===== src/hdl/rank_sort_all_pairs_assert.svh =====
// ----------------------------------------------------------------------------
// rank sort assertion macros
// property wrappers, empty when the design is synthesized
// ----------------------------------------------------------------------------
`ifndef RANK_SORT_ALL_PAIRS_ASSERT_SVH
`define RANK_SORT_ALL_PAIRS_ASSERT_SVH

`ifndef SYNTHESIS

`define RSAP_ASSERT_NEVER(lbl, cond) \
  lbl: assert property (@(posedge clk) disable iff (rst) !(cond)) \
    else $error("rank sort: forbidden condition seen");

`define RSAP_ASSERT_IMPLIES(lbl, ante, cons) \
  lbl: assert property (@(posedge clk) disable iff (rst) (ante) |-> (cons)) \
    else $error("rank sort: same-cycle implication failed");

`define RSAP_ASSERT_NEXT(lbl, ante, cons) \
  lbl: assert property (@(posedge clk) disable iff (rst) (ante) |=> (cons)) \
    else $error("rank sort: next-cycle implication failed");

`else

`define RSAP_ASSERT_NEVER(lbl, cond)
`define RSAP_ASSERT_IMPLIES(lbl, ante, cons)
`define RSAP_ASSERT_NEXT(lbl, ante, cons)

`endif

`endif


===== src/hdl/rsap_pkg.sv =====
// ----------------------------------------------------------------------------
// rsap_pkg
// shared constants and types of the all-pairs rank sort
// ----------------------------------------------------------------------------
`default_nettype none

package rsap_pkg;

  localparam int MAX_ITEMS   = 16;
  localparam int IDX_W       = $clog2(MAX_ITEMS);
  localparam int CNT_W       = $clog2(MAX_ITEMS + 1);
  localparam int DATA_W      = 32;
  localparam int SRC_W       = 4;
  localparam int OUT_RAW_W   = DATA_W + SRC_W;
  localparam int OUT_W       = ((OUT_RAW_W + 7) / 8) * 8;
  localparam int QUEUE_DEPTH = 2;
  localparam int QPTR_W      = $clog2(QUEUE_DEPTH);
  localparam int QCNT_W      = $clog2(QUEUE_DEPTH + 1);

  typedef struct packed {
    logic              final_item;
    logic [DATA_W-1:0] sample;
  } item_t;

  typedef struct packed {
    logic [CNT_W-1:0] count;
    logic             emitting;
  } status_t;

  typedef enum logic [2:0] {
    B_IDLE,
    B_CMP,
    B_SCAT,
    B_RD,
    B_OUT
  } back_state_t;

endpackage

`default_nettype wire


===== src/hdl/rsap_queue.sv =====
// ----------------------------------------------------------------------------
// rsap_queue
// input side: takes words from the stream and queues them for the ranker
// ----------------------------------------------------------------------------
`default_nettype none

module rsap_queue (
  input  wire logic                       clk,
  input  wire logic                       rst,
  input  wire logic                       s_axis_tvalid,
  output logic                            s_axis_tready,
  input  wire logic [rsap_pkg::DATA_W-1:0] s_axis_tdata,  // sample
  input  wire logic                       s_axis_tlast,  // final_item
  output logic                            q_valid,
  input  wire logic                       q_ready,
  output rsap_pkg::item_t                 q_item
);

  rsap_pkg::item_t                  slots [rsap_pkg::QUEUE_DEPTH];
  logic [rsap_pkg::QPTR_W-1:0]      wr_ptr;
  logic [rsap_pkg::QPTR_W-1:0]      rd_ptr;
  logic [rsap_pkg::QCNT_W-1:0]      fill;
  logic                             push;
  logic                             pop;

  assign s_axis_tready = (fill != rsap_pkg::QCNT_W'(rsap_pkg::QUEUE_DEPTH));
  assign q_valid       = (fill != '0);
  assign q_item        = slots[rd_ptr];
  assign push          = s_axis_tvalid && s_axis_tready;
  assign pop           = q_valid && q_ready;

  always_ff @(posedge clk) begin
    if (rst) begin
      wr_ptr <= '0;
      rd_ptr <= '0;
      fill   <= '0;
    end else begin
      if (push) begin
        wr_ptr <= (wr_ptr == rsap_pkg::QPTR_W'(rsap_pkg::QUEUE_DEPTH - 1)) ? '0
                  : wr_ptr + rsap_pkg::QPTR_W'(1);
      end
      if (pop) begin
        rd_ptr <= (rd_ptr == rsap_pkg::QPTR_W'(rsap_pkg::QUEUE_DEPTH - 1)) ? '0
                  : rd_ptr + rsap_pkg::QPTR_W'(1);
      end
      if (push && !pop) begin
        fill <= fill + rsap_pkg::QCNT_W'(1);
      end else if (pop && !push) begin
        fill <= fill - rsap_pkg::QCNT_W'(1);
      end
    end
  end

  always_ff @(posedge clk) begin
    if (push) begin
      slots[wr_ptr].sample     <= s_axis_tdata;
      slots[wr_ptr].final_item <= s_axis_tlast;
    end
  end

endmodule

`default_nettype wire


===== src/hdl/rsap_ranker.sv =====
// ----------------------------------------------------------------------------
// rsap_ranker
// ranks each value against the stored set with one comparator, then
// scatters ranks into an order table and streams the set out in order
// ----------------------------------------------------------------------------
`default_nettype none

module rsap_ranker (
  input  wire logic                        clk,
  input  wire logic                        rst,
  input  wire logic                        q_valid,
  output logic                             q_ready,
  input  wire rsap_pkg::item_t             q_item,
  output logic                             m_axis_tvalid,
  input  wire logic                        m_axis_tready,
  output logic [rsap_pkg::OUT_W-1:0]       m_axis_tdata,  // sorted_value, source_index
  output logic                             m_axis_tlast,  // run_end
  output rsap_pkg::status_t                status
);

  localparam int IDX_W = rsap_pkg::IDX_W;
  localparam int CNT_W = rsap_pkg::CNT_W;

  rsap_pkg::back_state_t state, state_next;

  logic [rsap_pkg::DATA_W-1:0] mem [rsap_pkg::MAX_ITEMS];
  logic [rsap_pkg::DATA_W-1:0] rd_data;
  logic [IDX_W-1:0]            rd_addr;
  logic [IDX_W-1:0]            rank  [rsap_pkg::MAX_ITEMS];
  logic [IDX_W-1:0]            order [rsap_pkg::MAX_ITEMS];

  logic [CNT_W-1:0]            n;
  logic [CNT_W-1:0]            j;
  logic [IDX_W-1:0]            r;
  logic [IDX_W-1:0]            emit_idx;
  logic [IDX_W-1:0]            new_rank;
  logic [IDX_W-1:0]            st_idx;
  logic                        st_valid;
  logic [rsap_pkg::DATA_W-1:0] cur_sample;
  logic                        cur_final;

  logic                        full;
  logic                        cmp_done;
  logic                        scan_last;
  logic                        emit_last;
  logic                        beats;
  logic [rsap_pkg::SRC_W-1:0]  src_index;

  assign full      = (n == CNT_W'(rsap_pkg::MAX_ITEMS));
  assign cmp_done  = (j == n) && !st_valid;
  assign scan_last = ((j + CNT_W'(1)) == n);
  assign emit_last = ((CNT_W'(r) + CNT_W'(1)) == n);
  // stored value beats the new one (ranks above it); on a tie the later arrival ranks higher
  assign beats     = $signed(rd_data) > $signed(cur_sample);
  assign src_index = rsap_pkg::SRC_W'(emit_idx);

  assign m_axis_tdata = rsap_pkg::OUT_W'({src_index, rd_data});
  assign m_axis_tlast = emit_last;

  assign status.count    = n;
  assign status.emitting = (state == rsap_pkg::B_SCAT) || (state == rsap_pkg::B_RD) ||
                           (state == rsap_pkg::B_OUT);

  always_ff @(posedge clk) begin
    if (rst) begin
      state <= rsap_pkg::B_IDLE;
    end else begin
      state <= state_next;
    end
  end

  always_comb begin
    state_next    = state;
    q_ready       = 1'b0;
    m_axis_tvalid = 1'b0;
    rd_addr       = j[IDX_W-1:0];
    unique case (state)
      rsap_pkg::B_IDLE: begin
        q_ready = 1'b1;
        if (q_valid) begin
          priority if (!full) begin
            state_next = rsap_pkg::B_CMP;
          end else if (q_item.final_item) begin
            state_next = rsap_pkg::B_SCAT;
          end else begin
            state_next = rsap_pkg::B_IDLE;
          end
        end
      end
      rsap_pkg::B_CMP: begin
        if (cmp_done) begin
          state_next = cur_final ? rsap_pkg::B_SCAT : rsap_pkg::B_IDLE;
        end
      end
      rsap_pkg::B_SCAT: begin
        if (scan_last) begin
          state_next = rsap_pkg::B_RD;
        end
      end
      rsap_pkg::B_RD: begin
        rd_addr    = order[r];
        state_next = rsap_pkg::B_OUT;
      end
      rsap_pkg::B_OUT: begin
        rd_addr       = order[r];
        m_axis_tvalid = 1'b1;
        if (m_axis_tready) begin
          state_next = emit_last ? rsap_pkg::B_IDLE : rsap_pkg::B_RD;
        end
      end
      default: begin
        state_next = rsap_pkg::B_IDLE;
      end
    endcase
  end

  // counters
  always_ff @(posedge clk) begin
    if (rst) begin
      n        <= '0;
      j        <= '0;
      r        <= '0;
      st_valid <= 1'b0;
    end else begin
      unique case (state)
        rsap_pkg::B_IDLE: begin
          if (q_valid) begin
            j        <= '0;
            st_valid <= 1'b0;
          end
        end
        rsap_pkg::B_CMP: begin
          st_valid <= (j != n);
          if (j != n) begin
            j <= j + CNT_W'(1);
          end
          if (cmp_done) begin
            n <= n + CNT_W'(1);
            j <= '0;
          end
        end
        rsap_pkg::B_SCAT: begin
          j <= j + CNT_W'(1);
          r <= '0;
        end
        rsap_pkg::B_RD: begin
          r <= r;
        end
        rsap_pkg::B_OUT: begin
          if (m_axis_tready) begin
            if (emit_last) begin
              n <= '0;
            end else begin
              r <= r + IDX_W'(1);
            end
          end
        end
        default: begin
          st_valid <= 1'b0;
        end
      endcase
    end
  end

  // value store, ranks and order table
  always_ff @(posedge clk) begin
    rd_data <= mem[rd_addr];
    if (state == rsap_pkg::B_IDLE && q_valid) begin
      cur_sample <= q_item.sample;
      cur_final  <= q_item.final_item;
      new_rank   <= '0;
    end
    if (state == rsap_pkg::B_CMP) begin
      st_idx <= j[IDX_W-1:0];
      if (st_valid) begin
        if (beats) begin
          rank[st_idx] <= rank[st_idx] + IDX_W'(1);
        end else begin
          new_rank <= new_rank + IDX_W'(1);
        end
      end
      if (cmp_done) begin
        mem[n[IDX_W-1:0]]  <= cur_sample;
        rank[n[IDX_W-1:0]] <= new_rank;
      end
    end
    if (state == rsap_pkg::B_SCAT) begin
      order[rank[j[IDX_W-1:0]]] <= j[IDX_W-1:0];
    end
    if (state == rsap_pkg::B_RD) begin
      emit_idx <= order[r];
    end
  end

endmodule

`default_nettype wire


===== src/hdl/rank_sort_all_pairs.sv =====
// the ranker takes a new input word only after its one comparator has walked the
//   whole store for the previous value, so words wait in the queue meanwhile
// after the final value is ranked, the order table is built, then each result is read
//   (B_RD) and offered (B_OUT), held in B_OUT while m_axis_tready is low
// input words queue in a two-entry buffer; the source stalls once both entries wait
// reset: synchronous, clears the queue, the loaded count and the sequencer state
// ----------------------------------------------------------------------------
// rank_sort_all_pairs
// enumeration sort of up to MAX_ITEMS signed Q16.16 values, emitted in ascending order
// ----------------------------------------------------------------------------
`default_nettype none

module rank_sort_all_pairs (
  input  wire logic                         clk,
  input  wire logic                         rst,
  input  wire logic                         s_axis_tvalid,
  output logic                              s_axis_tready,
  input  wire logic [rsap_pkg::DATA_W-1:0]  s_axis_tdata,  // sample
  input  wire logic                         s_axis_tlast,  // final_item
  output logic                              m_axis_tvalid,
  input  wire logic                         m_axis_tready,
  output logic [rsap_pkg::OUT_W-1:0]        m_axis_tdata,  // sorted_value, source_index, pad
  output logic                              m_axis_tlast   // run_end
);

  `include "rank_sort_all_pairs_assert.svh"

  logic              q_valid;
  logic              q_ready;
  rsap_pkg::item_t   q_item;
  rsap_pkg::status_t status;
  logic              run_done;

  assign run_done = m_axis_tvalid && m_axis_tready && m_axis_tlast;

  rsap_queue u_queue (
    .clk           (clk),
    .rst           (rst),
    .s_axis_tvalid (s_axis_tvalid),
    .s_axis_tready (s_axis_tready),
    .s_axis_tdata  (s_axis_tdata),
    .s_axis_tlast  (s_axis_tlast),
    .q_valid       (q_valid),
    .q_ready       (q_ready),
    .q_item        (q_item)
  );

  rsap_ranker u_ranker (
    .clk           (clk),
    .rst           (rst),
    .q_valid       (q_valid),
    .q_ready       (q_ready),
    .q_item        (q_item),
    .m_axis_tvalid (m_axis_tvalid),
    .m_axis_tready (m_axis_tready),
    .m_axis_tdata  (m_axis_tdata),
    .m_axis_tlast  (m_axis_tlast),
    .status        (status)
  );

  `RSAP_ASSERT_NEVER(a_count_bound, status.count > rsap_pkg::CNT_W'(rsap_pkg::MAX_ITEMS))
  `RSAP_ASSERT_IMPLIES(a_no_pop_while_emit, status.emitting, !q_ready)
  `RSAP_ASSERT_NEXT(a_empty_after_run, run_done, status.count == '0)
  `RSAP_ASSERT_IMPLIES(a_full_queue_holds, !s_axis_tready, q_valid)

endmodule

`default_nettype wire

===== config.mk =====
export PLATFORM = sky130hd
export DESIGN_NAME = rank_sort_all_pairs
export DESIGN_NICKNAME = d
export VERILOG_FILES = /design/src/hdl/rsap_pkg.sv /design/src/hdl/rsap_queue.sv /design/src/hdl/rsap_ranker.sv /design/src/hdl/rank_sort_all_pairs.sv
export VERILOG_INCLUDE_DIRS = /design/src /design/src/hdl
export SDC_FILE = /design/constraint.sdc
export NUM_CORES = 1
export LEC_CHECK = 0
export BUFFER_PORTS_ARGS = -buffer_cell sky130_fd_sc_hd__buf_2
export CAP_MARGIN = 25
export CORE_MARGIN = 2
export CORE_UTILIZATION = 45
export CTS_CLUSTER_SIZE = 20
export DETAILED_ROUTE_END_ITERATION = 6
export PLACE_DENSITY_LB_ADDON = 0.05
export SKIP_CTS_REPAIR_TIMING = 1
export SLEW_MARGIN = 20
export SYNTH_ARGS = -nofsm -noshare
export SYNTH_HDL_FRONTEND = slang
export SYNTH_HIERARCHICAL = 1
export SYNTH_SLANG_ARGS = --single-unit

===== constraint.sdc =====
create_clock -name clk -period 3.5 [get_ports clk]
set_input_delay 0.525 -clock clk [delete_from_list [all_inputs] [get_ports clk]]
set_output_delay 0.525 -clock clk [all_outputs]
set_load 0.005 [all_outputs]

==> results.md, run 1 <==
* Crit-path cells: inv_1 > ha_1 > a21oi_1 > o21ai_0 > a21oi_1 > o211ai_1 > xor2_1 > a21oi_1 > buf_12 > a31oi_1 > a21oi_1 > buf_4
* # DRC at 0
* Root cell of the clock tree: clkbuf_16
* Vias at about 20000
* Vias/cell at 5.57
* Number of max-cap violations at 0
* # IOs at 80
* Clock Path Buffers at 3
* Clock network power share at between 30% and 40%
* Leak at 13.2 nW
* R2R Path Start: u_ranker/cur_sample[21]$_DFFE_PP_
* Cells after Synth at ~2300
* Cell Rows at 99
* Syn. warnings at 6
* Worst VDD drop at 0.421 mV
* Most common cell after layout, fill and taps aside: edfxtp_1
* Mean post-synth cell area at around 14 sq um
* Layout cells sized above 1 at 20.0%
* Status: completed
* CP dominant cell by count: a21oi_1
* RR Endpoint: u_ranker/rank[4][1]$_DFFE_PP_
* Hold Path Class: in -> reg
* Tot GR Track Use at approximately 23%
* Worst Path Arrival at 3.67 ns
* Met3 WL post-DR at 5000 um
* Critical path class: reg -> reg
* Slew Limit Headroom at 40.2%
* Count of pins over their slew limit at 0
* Area delta synth->final at 16.7%
* Worst slew pin tran at 0.890 ns
* Sequential Power Share at 45.6%
* Max Fclk at 305 MHz
* Pwr per Cell Area at 763 mW/mm^2
* Final ANT Viol Nets at 0
* Net load switching power at 0.00866 W
* Core area at 0.0727 sq mm
* RSZ-0062 raised after global routing: false
* CP required at around 4 ns
* Comb pwr share at 22.5%
* Nets at 2549
* Element type at the critical path start: flip-flop
* First-pass GRT wire length at 128000 um
* Largest net degree at the start of global routing at 85
* Flop-to-flop setup slack at 0.22 ns
* Ant. Diodes at 0
* Max Used Layer: met5
* CP Capture Type: flip-flop
* Met2 WL at 41800 um
* DR iter-0 viols at between 1500 and 2000
* Critical Path Slowest Stage Cell: a31oi_1
* Wire per inst at 24.6 um
* Final HPWL DP at 49500 um
* Critical Path Fanout Max at 10
* Max stage delay on crit path at 0.43 ns
* Die W at 275 um
* Fillers at 6075
* Hold violation count in the final report at 0
* Power consumption at around 0.029 W
* Critical Path End: u_ranker/rank[4][1]$_DFFE_PP_
* Synthesized cell area at 0.0330 sq mm
* DR pass1 iterations at 5
* GPL Wtd Cong at 0.814
* Most frequent cells in the layout: 747 x edfxtp_1, 448 x nand2_1, 265 x a21oi_1
* Initial antenna violation count at 5
* Max H-tree Level at 3
* CTS tree: yes
* Number of global-route vias before repair at 19500
* IO buf count at 75
* Clock Skews at 0.0224 ns
* Tcrit/Tclk final at 93.8%
* R2R depth at 12
* Wl on met1 at 37500 um
* Initial Utilization at 45.3%
* Setup violators final at 0
* Die height at 275 um
* Switching Fraction at 29.5%
* Internal power at 0.0207 W
* Worst Setup SP: u_ranker/cur_sample[21]$_DFFE_PP_
* Grt total ovfl at 0
* Worst-skew pair later-pin latency at ~0.63 ns
* Min cycle time layout at 3.28 ns
* Clock transition at path regs at 0.06 ns
* Die area at 0.0754 sq mm
* Final wirelength at 86300 um
* Setup TNS at 0 ns
* Total CTS buffers at 88
* Clk sinks at slightly above 800
[cell type report]
type | instances | area, sq um | share of cell area, %
inverters | 46 | 173 | 0.449
flip-flops and latches | 818 | 23900 | 62.0
clock inverters | 48 | 514 | 1.34
multi-input cells | 1303 | 8380 | 21.8
repair buffers | 214 | 1930 | 5.02
well taps | 959 | 1200 | 3.12
clock buffers | 117 | 2410 | 6.28
[sequential cells by signal, summed over array words and instances, names as in the netlist, named ones only]
signal               count
u_ranker/mem           512
u_ranker/state           3
u_ranker/n               5
u_ranker/new_rank        4
u_ranker/st_idx          4
u_queue/fill             2
u_queue/wr_ptr           1
u_ranker/cur_final       1
u_ranker/emit_idx        4
u_ranker/st_valid        1
u_ranker/r               4
u_ranker/cur_sample     32
u_ranker/j               5
u_queue/slots           66
u_ranker/order          64
u_ranker/rank           64
u_queue/rd_ptr           1
u_ranker/rd_data        32
[worst min-delay path by stage]
stage / start / end / slack, ns / depth (start not counted)
finish: s_axis_tdata[20] / u_queue/slots[1][20]$_DFFE_PP_ / 0.08 / 1
global route: s_axis_tdata[20] / u_queue/slots[1][20]$_DFFE_PP_ / 0.05 / 1
CTS: s_axis_tdata[20] / u_queue/slots[1][20]$_DFFE_PP_ / 0.03 / 1
detailed placement: u_ranker/new_rank[2]$_DFF_P_ / u_ranker/new_rank[2]$_DFF_P_ / 0.49 / 1
global placement: u_ranker/new_rank[3]$_DFF_P_ / u_ranker/new_rank[3]$_DFF_P_ / 0.48 / 2
floorplan: u_ranker/new_rank[3]$_DFF_P_ / u_ranker/new_rank[3]$_DFF_P_ / 0.45 / 2
[critical path, delay by kind of cell, from the launching register on]
kind | cells | cell delay, ns
AOI/OAI and AO/OA | 7 | 1.52
xor gates and xnor gates | 1 | 0.37
adders and majority gates | 1 | 0.29
buffers and inverters | 3 | 0.44
DFF | 1 | 0.40
[through the flow]
step | cell area, sq um | util [%] | hold slack, ns | std cells | worst slack [ns]
finish | 38500 | 52.9 | 0.0816 | 3505 | 0.219
global route | 38500 | 52.9 | 0.0505 | 3505 | 0.0115
CTS | 38400 | 52.9 | 0.0310 | 3505 | 0.0461
detailed placement | 35500 | 48.9 | 0.485 | 3340 | 0.0583
global placement | 35500 | 48.9 | 0.476 | 3340 | 0.136
floorplan | 33000 | - | 0.452 | 2298 | 0.137
[power by group through the flow]
stage / combinational, W / sequential [W] / clock (W)
floorplan: 0.00339 / 0.0137 / 0
global placement: 0.00652 / 0.0136 / 0
detailed placement: 0.00662 / 0.0136 / 0
CTS: 0.00664 / 0.0134 / 0.00957
global route: 0.00728 / 0.0134 / 0.00997
finish: 0.00661 / 0.0134 / 0.00936
[per-layer routing]
metal | vias up | track usage [%]
li1 | 8969 | -
met1 | 9897 | 31.3
met2 | 544 | 38.1
met3 | 122 | 3.96
met4 | 2 | 6.81
met5 | - | 0
Note: power is estimated with default switching activity, not from simulation.
==> run 2, diff against run 1 <==
clock period = 4.05 ns   (was 3.5 ns; I/O delays follow)
==> results.md, run 2 (synthesis results as in run 1) <==
* Setup violators final at 0
* Min-Delay Startpoint: s_axis_tdata[21]
* Clk sinks at about 820
* Leak at approximately 13 nW
* Flop-to-flop setup slack at 0.29 ns
* First-pass GRT wire length at 126000 um
* Clock Skews at 0.0202 ns
* R2R depth at 11
* RSZ-0062 raised after global routing: false
* Most common cell after layout, fill and taps aside: edfxtp_1
* Number of max-cap violations at 0
* RR Endpoint: u_ranker/rank[9][0]$_DFFE_PP_
* Initial antenna violation count at 5
* Met2 Use GR at between 30% and 40%
* Vias at 19300
* Critical Path Fanout Max at 17
* Ant. Diodes at 0
* Worst-skew pair later-pin latency at 0.63 ns
* Status: completed
* # IOs at 80
* Max Fclk at 266 MHz
* Initial Utilization at between 40% and 50%
* Area delta synth->final at 15.0%
* DR pass1 iterations at 6
* Power consumption at around 0.025 W
* Min cycle time layout at 3.76 ns
* Cell Rows at 99
* CTS tree: yes
* IO buf count at 75
* WHS Endpoint: u_queue/slots[1][21]$_DFFE_PP_
* # DRC at 0
* Wire per inst at 24.8 um
* Final HPWL DP at 50300 um
* DR iter-0 viols at 1568
* Hold violation count in the final report at 0
* Count of pins over their slew limit at 0
* Largest net degree at the start of global routing at 73
* Root cell of the clock tree: clkbuf_16
* Core area at 0.0727 sq mm
* Clock transition at path regs at 0.06 ns
* Number of global-route vias before repair at 19100
* Met1 Usage GRT at 32.4%
* Hold Path Class: in -> reg
* Pwr per Cell Area at 650 mW/mm^2
* Die height at 275 um
* Critical path class: reg -> reg
* Hold Path Stages at 1
* Slew Limit Headroom at roughly 29%
* Tcrit/Tclk final at 92.9%
* Worst VDD drop at 0.381 mV
* Fillers at 6095
* Grt total ovfl at 0
* Worst slew pin tran at 1.06 ns
* Total CTS buffers at 87
* Final wirelength at 85900 um
* Clock Path Buffers at 3
* CP required at 4.37 ns
* Die W at 275 um
* Nets at between 2000 and 3000
* Max FFs per register at 512
* Final ANT Viol Nets at 0
* Element type at the critical path start: flip-flop
* Max H-tree Level at 3
* R2R Path Start: u_ranker/cur_sample[21]$_DFFE_PP_
* Most frequent cells in the layout: 747 x edfxtp_1, 448 x nand2_1, 266 x a21oi_1
* Worst Path Arrival at 4.08 ns
* GPL Wtd Cong at around 0.8
* Setup TNS at 0 ns
* Most Crowded Layer GR: met2
* Tot GR Track Use at 22.9%
* Die area at 0.0754 sq mm
* Layout cells sized above 1 at 18.3%
* CP Capture Type: flip-flop
* GR Util met3 at approximately 3.2%
* Vias/cell at 5.58
run 2: cell count changes in the layout (fill, tap and decap cells not counted), sizes merged:
cell	delta
buf	-38
bufinv	-5
clkbuf	+2
clkinv	+2
inv	-4
run 2: final cells by class:
class | count | area, sq um | area share [%]
multi-input combinational | 1303 | 8360 | 22.1
sequential | 818 | 23900 | 62.9
timing repair buffer | 176 | 1570 | 4.15
inverter | 46 | 173 | 0.456
clock inverter | 41 | 354 | 0.934
clock buffer | 119 | 2380 | 6.28
tap | 959 | 1200 | 3.17
run 2: worst max path at each step:
stage	start	endpoint	slack [ns]
floorplan	flip-flop	u_ranker/rank[0][2]$_DFFE_PP_	0.69
global placement	u_ranker/cur_sample[23]$_DFFE_PP_	u_ranker/rank[9][0]$_DFFE_PP_	0.41
detailed placement	u_ranker/cur_sample[21]$_DFFE_PP_	u_ranker/rank[9][0]$_DFFE_PP_	0.32
CTS	u_ranker/cur_sample[22]$_DFFE_PP_	u_ranker/rank[9][0]$_DFFE_PP_	0.26
global route	u_ranker/cur_sample[21]$_DFFE_PP_	u_ranker/rank[9][0]$_DFFE_PP_	0.10
finish	u_ranker/cur_sample[21]$_DFFE_PP_	u_ranker/rank[9][0]$_DFFE_PP_	0.29
run 2: routing by layer:
layer	part of all wire [%]	vias up
met5	0	-
met4	2.0	0
met3	5.5	111
met2	48	526
met1	44	9788
li1	-	8887
run 2: stage by stage:
| stage | hold WS (ns) | instances | worst slack, ns | utilization, % | instance area (sq um) |
|---|---|---|---|---|---|
| final | 0.165 | 3462 | 0.289 | 52.1 | 37900 |
| after global routing | 0.140 | 3462 | 0.104 | 52.1 | 37900 |
| after CTS | 0.122 | 3462 | 0.260 | 52.1 | 37900 |
| after detailed placement | 0.486 | 3302 | 0.322 | 48.4 | 35200 |
| after global placement | 0.472 | 3302 | 0.408 | 48.4 | 35200 |
| after floorplan | 0.452 | 2298 | 0.687 | - | 33000 |
run 2: power breakdown:
| group | internal [W] | switching [W] | leakage (nW) |
|---|---|---|---|
| Combinational | 0.00185 | 0.00325 | 4.21 |
| Sequential | 0.0111 | 0.000849 | 7.37 |
| Clock | 0.00438 | 0.00321 | 1.33 |
run 2: critical path: stages (launching register included):
cell and delay (ns):
edfxtp_1 0.65, inv_1 0.10, ha_1 0.31, a21oi_1 0.06, o21ai_0 0.30, a21oi_1 0.13, o211ai_1 0.22, xor2_1 0.38
a21oi_1 0.19, buf_4 0.21, a41oi_1 0.64, nor2_1 0.26
